===== src/assert_macros.svh =====
// Assertion helpers shared by the RTL modules.
`ifndef ASSERT_MACROS_SVH
`define ASSERT_MACROS_SVH

// Same-cycle implication, disabled during reset.
`define ASSERT_IMPLIES(label, clk, rst, ante, cons) \
  label: assert property (@(posedge clk) disable iff (rst) (ante) |-> (cons)) \
    else $error("assertion failed: implication");

// Next-cycle implication, disabled during reset.
`define ASSERT_NEXT(label, clk, rst, ante, cons) \
  label: assert property (@(posedge clk) disable iff (rst) (ante) |=> (cons)) \
    else $error("assertion failed: next-cycle implication");

`endif


===== src/vbap_pkg.sv =====
// ----------------------------------------------------------------------------
// vbap_pkg
// Shared types and constants of the 2-D amplitude panner with gain ramps.
// ----------------------------------------------------------------------------
package vbap_pkg;

  localparam int MAX_SPEAKERS = 16;
  localparam int CH_W         = 4;
  localparam int ITER_W       = 6;

  localparam logic [ITER_W-1:0] SQRT_STEPS = 6'd32;
  localparam logic [ITER_W-1:0] DIV_STEPS  = 6'd30;
  localparam logic [ITER_W-1:0] MUL_LAST   = 6'd3;
  localparam logic [ITER_W-1:0] SQ_LAST    = 6'd1;

  localparam logic [0:0] REG_SPEAKER_COUNT = 1'b0;
  localparam logic [0:0] REG_RAMP_STEP     = 1'b1;

  typedef enum logic [1:0] {
    ACT_LOAD   = 2'd0,
    ACT_DIR    = 2'd1,
    ACT_SAMPLE = 2'd2,
    ACT_NONE   = 2'd3
  } action_t;

  typedef enum logic [3:0] {
    S_IDLE,
    S_FETCH,
    S_MUL,
    S_CHK,
    S_NORM,
    S_SQ,
    S_SQRT,
    S_DIV1,
    S_DIV2,
    S_WRT,
    S_SD,
    S_SM,
    S_SW,
    S_SO
  } ctrl_state_t;

  typedef struct packed {
    logic            load_entry;
    logic            start_dir;
    logic            start_smp;
    logic            fetch;
    logic            mul_en;
    logic [1:0]      mul_sel;
    logic            clr_gain;
    logic            norm;
    logic            sq_en;
    logic            sq_sel;
    logic            sqrt_init;
    logic            sqrt_step;
    logic            div_init;
    logic            div_step;
    logic            div_sel;
    logic            wr_tgt;
    logic            slope_d;
    logic            slope_m;
    logic            samp_w;
    logic            out_load;
    logic [CH_W-1:0] k;
  } dp_cmd_t;

  typedef struct packed {
    logic neg;
    logic zero;
    logic norm_done;
    logic out_free;
    logic last_k;
  } dp_sts_t;

endpackage


===== src/vbap_ctrl.sv =====
// ----------------------------------------------------------------------------
// vbap_ctrl
// Sequencer: walks pairs and speakers and steps the shared arithmetic units.
// ----------------------------------------------------------------------------
`include "assert_macros.svh"

module vbap_ctrl import vbap_pkg::*; (
  input  logic       clk,
  input  logic       rst,
  input  logic       in_valid,
  output logic       in_ready,
  input  logic [1:0] action,
  input  dp_sts_t    sts,
  output dp_cmd_t    cmd
);

  ctrl_state_t       state, state_next;
  logic [CH_W-1:0]   k, k_next;
  logic [ITER_W-1:0] iter, iter_next;
  action_t           act;

  assign act = action_t'(action);

  always_ff @(posedge clk) begin
    if (rst) begin
      state <= S_IDLE;
      k     <= '0;
      iter  <= '0;
    end else begin
      state <= state_next;
      k     <= k_next;
      iter  <= iter_next;
    end
  end

  always_comb begin
    state_next = state;
    k_next     = k;
    iter_next  = iter;
    unique case (state)
      S_IDLE: begin
        if (in_valid) begin
          unique case (act)
            ACT_DIR: begin
              state_next = S_FETCH;
              k_next     = '0;
            end
            ACT_SAMPLE: begin
              state_next = S_SW;
              k_next     = '0;
            end
            default: ;
          endcase
        end
      end
      S_FETCH: begin
        state_next = S_MUL;
        iter_next  = '0;
      end
      S_MUL: begin
        iter_next = iter + 6'd1;
        if (iter == MUL_LAST) state_next = S_CHK;
      end
      S_CHK: begin
        if (sts.neg) begin
          if (sts.last_k) begin
            state_next = S_SD;
            k_next     = '0;
          end else begin
            state_next = S_FETCH;
            k_next     = k + 4'd1;
          end
        end else if (sts.zero) begin
          state_next = S_WRT;
        end else begin
          state_next = S_NORM;
        end
      end
      S_NORM: begin
        if (sts.norm_done) begin
          state_next = S_SQ;
          iter_next  = '0;
        end
      end
      S_SQ: begin
        iter_next = iter + 6'd1;
        if (iter == SQ_LAST) begin
          state_next = S_SQRT;
          iter_next  = '0;
        end
      end
      S_SQRT: begin
        iter_next = iter + 6'd1;
        if (iter == SQRT_STEPS) begin
          state_next = S_DIV1;
          iter_next  = '0;
        end
      end
      S_DIV1: begin
        iter_next = iter + 6'd1;
        if (iter == DIV_STEPS) begin
          state_next = S_DIV2;
          iter_next  = '0;
        end
      end
      S_DIV2: begin
        iter_next = iter + 6'd1;
        if (iter == DIV_STEPS) begin
          state_next = S_WRT;
          iter_next  = '0;
        end
      end
      S_WRT: begin
        if (sts.last_k) begin
          state_next = S_SD;
          k_next     = '0;
        end else begin
          state_next = S_FETCH;
          k_next     = k + 4'd1;
        end
      end
      S_SD: state_next = S_SM;
      S_SM: begin
        if (sts.last_k) begin
          state_next = S_IDLE;
        end else begin
          state_next = S_SD;
          k_next     = k + 4'd1;
        end
      end
      S_SW: state_next = S_SO;
      S_SO: begin
        if (sts.out_free) begin
          if (sts.last_k) begin
            state_next = S_IDLE;
          end else begin
            state_next = S_SW;
            k_next     = k + 4'd1;
          end
        end
      end
      default: state_next = S_IDLE;
    endcase
  end

  always_comb begin
    cmd         = '0;
    cmd.k       = k;
    cmd.mul_sel = iter[1:0];
    cmd.sq_sel  = iter[0];
    cmd.div_sel = (state == S_DIV2);
    in_ready    = 1'b0;
    unique case (state)
      S_IDLE: begin
        in_ready      = 1'b1;
        cmd.load_entry = in_valid && (act == ACT_LOAD);
        cmd.start_dir  = in_valid && (act == ACT_DIR);
        cmd.start_smp  = in_valid && (act == ACT_SAMPLE);
      end
      S_FETCH: cmd.fetch = 1'b1;
      S_MUL:   cmd.mul_en = 1'b1;
      S_CHK:   cmd.clr_gain = !sts.neg && sts.zero;
      S_NORM:  cmd.norm = !sts.norm_done;
      S_SQ:    cmd.sq_en = 1'b1;
      S_SQRT: begin
        cmd.sqrt_init = (iter == '0);
        cmd.sqrt_step = (iter != '0);
      end
      S_DIV1, S_DIV2: begin
        cmd.div_init = (iter == '0);
        cmd.div_step = (iter != '0);
      end
      S_WRT:   cmd.wr_tgt = 1'b1;
      S_SD:    cmd.slope_d = 1'b1;
      S_SM:    cmd.slope_m = 1'b1;
      S_SW:    cmd.samp_w = 1'b1;
      S_SO:    cmd.out_load = sts.out_free;
      default: ;
    endcase
  end

  `ASSERT_IMPLIES(a_out_load_free, clk, rst, cmd.out_load, sts.out_free)
  `ASSERT_IMPLIES(a_sqrt_nonneg, clk, rst, state == S_SQRT, !sts.neg && !sts.zero)
  `ASSERT_NEXT(a_dir_fetch, clk, rst, cmd.start_dir, state == S_FETCH && k == '0)

endmodule


===== config.mk =====
export PLATFORM = sky130hd
export DESIGN_NAME = vbap_ctrl
export DESIGN_NICKNAME = d
export VERILOG_FILES = /design/src/vbap_pkg.sv /design/src/vbap_ctrl.sv
export VERILOG_INCLUDE_DIRS = /design/src /design/src/src
export SDC_FILE = /design/constraint.sdc
export NUM_CORES = 1
export LEC_CHECK = 0
export BUFFER_PORTS_ARGS = -buffer_cell sky130_fd_sc_hd__buf_2
export CAP_MARGIN = 10
export CORE_MARGIN = 5
export CORE_UTILIZATION = 30
export CTS_BUF_LIST = sky130_fd_sc_hd__clkbuf_4
export DETAILED_ROUTE_END_ITERATION = 16
export PLACE_DENSITY = 0.47
export RECOVER_POWER = 25
export SLEW_MARGIN = 20
export SYNTH_ARGS = -nofsm -noshare
export SYNTH_HDL_FRONTEND = slang
export SYNTH_SLANG_ARGS = --single-unit
export TNS_END_PERCENT = 20

===== constraint.sdc =====
create_clock -name clk -period 3.1 [get_ports clk]
set_clock_uncertainty 0.05 [all_clocks]
set_input_delay 0.31 -clock clk [delete_from_list [all_inputs] [get_ports clk]]
set_output_delay 0.31 -clock clk [all_outputs]
set_load 0.05 [all_outputs]

==> out/results.txt <==
grt total ovfl - 0
Die Wd - 78.7 um
CP max-delay cell - dfxtp_1
total number of vias - 1,381
Critical Path Sink - cmd[20]
worst r2r src - state[1]
die area - 0.00620 sq mm
gr usage total - 11.7%
DRC viols - 0
min cycle time layout - 2.47 ns
Core ar. - 0.00466 sq mm
setup slack, reg-to-reg - 0.78 ns
register area share after synthesis - 19.8%
worst hold path class - primary input to flip-flop
initial antenna violation count - 0
critical path, cell by cell - or4b_4 -> inv_1 -> buf_2
hold buffers post-CTS - 0
# IOs - 36
crit end category - output pin
CP Buf/Inv Count - 2
Routed Antenna Nets - 0
Longest Clk Path Bufs - 2
hold_sp - rst
Max Cap Viol - 0
latest clock arrival within the worst-skew pair - 0.28 ns
Worst slew margin - 39.1%
Inst Count DP - 256
Num CTS Buffers - 3
worst-path maximum fanout - 29
Crit path max-delay family - flip-flops
Mapped Avg Cell Area - 7.79 sq um
die height - 78.7 um
Synth Cell Area - 0.00142 sq mm
worst setup path class - flip-flop to output pin
H-Tree Depth - 1
post-DR wirelength/cell - 13.9 um
Synth Instances - 182
Slew @ Worst Pin - 0.912 ns
final RePlAce weighted congestion - 0.813
R2R Path End - k[3]
final cell count without fillers - 259
Synth Flop Type - dfxtp_1
period utilisation layout - 79.6%
global-route wire length before repair - 6040 um
final layout net count - 225
DR vias/cell - 5.33
antenna cell count - 0
synthesized net count - 200
Yosys warning count - 0
number of global-route vias before repair - 1,229
IO Port Bufs - 35
Crit path required time - 2.74 ns
Detail Placement HPWL - 2690 um
Setup TNS Final - 0 ns
Area Overhead vs Synth - 11.3%
critical path depth - 3
Critical Path Start Type - flip-flop
Clock Pin Slew Worst Setup and Hold Paths - 0.09 ns
RSZ-0062 raised after global routing - false
Synth cell types - 56
Initial Util - 30.4%
largest net degree at the start of global routing - 30
CP max stage delay - 0.93 ns
fin. max-slew vios - 0
final wirelength - 3610 um
asr flop ratio synth - 0%
Synth Register Bits - 14
PD cells - 757 mW/mm^2
post-CTS setup buffers - 0
Clock Tree Root - clkbuf_4
row cnt - 25
share of layout cells above drive strength 1 - 22.9%
1st-pass router iterations - 4
Initial DRC Count - 94
Fmax - 405 MHz
CTS tree - done
number of synthesized flops with an enable pin - 0
Setup Viol. Count Final - 0
peak supply drop - 0.221 mV
Leak - 0.624 nW
CP Launch Point - state[1]
status - complete, no violations
CTS resizes - 0
CTS Sinks - 14
Worst Path Arrival - 2.11 ns
R2R cell count - 5
endpoints failing hold - 0
filler cell count - 514
layout by cell type, fill, tap and decap left out, types with 3 or more instances in the layout:
| master | netlist | layout |
|---|---|---|
| a21oi_1 | 17 | 17 |
| a31oi_1 | 3 | 3 |
| and3_1 | 3 | 3 |
| buf_2 | 4 | 25 |
| clkbuf_1 | 4 | 10 |
| clkbuf_4 | 0 | 3 |
| dfxtp_1 | 14 | 14 |
| ha_1 | 8 | 8 |
| inv_1 | 10 | 10 |
| nand2_1 | 12 | 12 |
| nand2b_1 | 5 | 5 |
| nand3_1 | 9 | 9 |
| nor2_1 | 19 | 19 |
| nor3_1 | 8 | 8 |
| nor4_1 | 4 | 3 |
| o21ai_0 | 5 | 5 |
| or3b_2 | 3 | 3 |
flip-flops by register name, summed over array words and instances (netlist names):
register	cells
iter	6
k	4
state	4
layer usage:
layer	up-vias	routed length, um	global-route usage [%]
li1	725	-	-
met1	618	1850	17.3
met2	36	1520	16.9
met3	2	218	2.61
met4	0	19	3.15
met5	-	0	0
final cells by class:
type | instances | area [sq um] | share of cell area [%]
clock buffers | 3 | 22.5 | 1.43
flip-flops and latches | 14 | 280 | 17.8
well taps | 54 | 67.6 | 4.28
multi-input cells | 142 | 1000 | 63.4
repair buffers | 36 | 170 | 10.8
inverters | 10 | 37.5 | 2.38
report_power, final:
group | switching [mW] | internal, mW | total (mW) | leakage [nW]
Clock | 0.0591 | 0.0450 | 0.104 | 0.0138
Sequential | 0.121 | 0.205 | 0.326 | 0.114
Combinational | 0.494 | 0.270 | 0.764 | 0.497
kinds of logic after synthesis:
family          count (synthesis)  share of synthesized area [%]
compound gates                 47                           24.6
fa+ha+maj                       8                           7.06
simple gates                   84                           36.1
buf+inv                        26                           10.2
flops                          14                           19.8
mux                             3                           2.29
metrics by stage:
step	total power, mW	area (sq um)	utilization [%]	worst slack (ns)	hold slack, ns
global placement	1.11	1570	33.6	0.829	0.429
detailed placement	1.10	1570	33.6	0.809	0.436
CTS	1.21	1590	34.1	0.625	0.316
finish	1.19	1580	33.9	0.633	0.328
floorplan	0.982	1420	-	0.153	0.328
global route	1.30	1580	33.9	0.455	0.335
synthesized netlist by cell type, drive strengths merged (2+ instances only):
library cell | number | area, sq um
nor2 | 19 | 71.3
a21oi | 17 | 85.1
dfxtp | 14 | 280
buf | 12 | 91.3
nand2 | 12 | 45.0
inv | 10 | 37.5
nand3 | 9 | 45.0
ha | 8 | 100
nor3 | 8 | 40.0
o21ai | 6 | 30.0
nand2b | 5 | 31.3
nor4 | 5 | 46.3
clkbuf | 4 | 15.0
a311oi | 3 | 32.5
a31oi | 3 | 18.8
and3 | 3 | 18.8
o22ai | 3 | 25.0
or3b | 3 | 26.3
a22oi | 2 | 15.0
a32oi | 2 | 36.3
and3b | 2 | 17.5
mux2 | 2 | 22.5
nor2b | 2 | 12.5
nor4b | 2 | 23.8
o2111a | 2 | 23.8
or2 | 2 | 12.5
or4 | 2 | 15.0
or4b | 2 | 23.8
worst min-delay path by stage:
| stage | endpoint | slack [ns] | cells after the start |
|---|---|---|---|
| final | iter[1] | 0.33 | 2 |
| after floorplan | state[0] | 0.33 | 1 |
| after global routing | iter[1] | 0.34 | 2 |
| after CTS | iter[1] | 0.32 | 2 |
| after detailed placement | k[3] | 0.44 | 2 |
| after global placement | k[3] | 0.43 | 2 |
(Power assumes the default switching activity.)
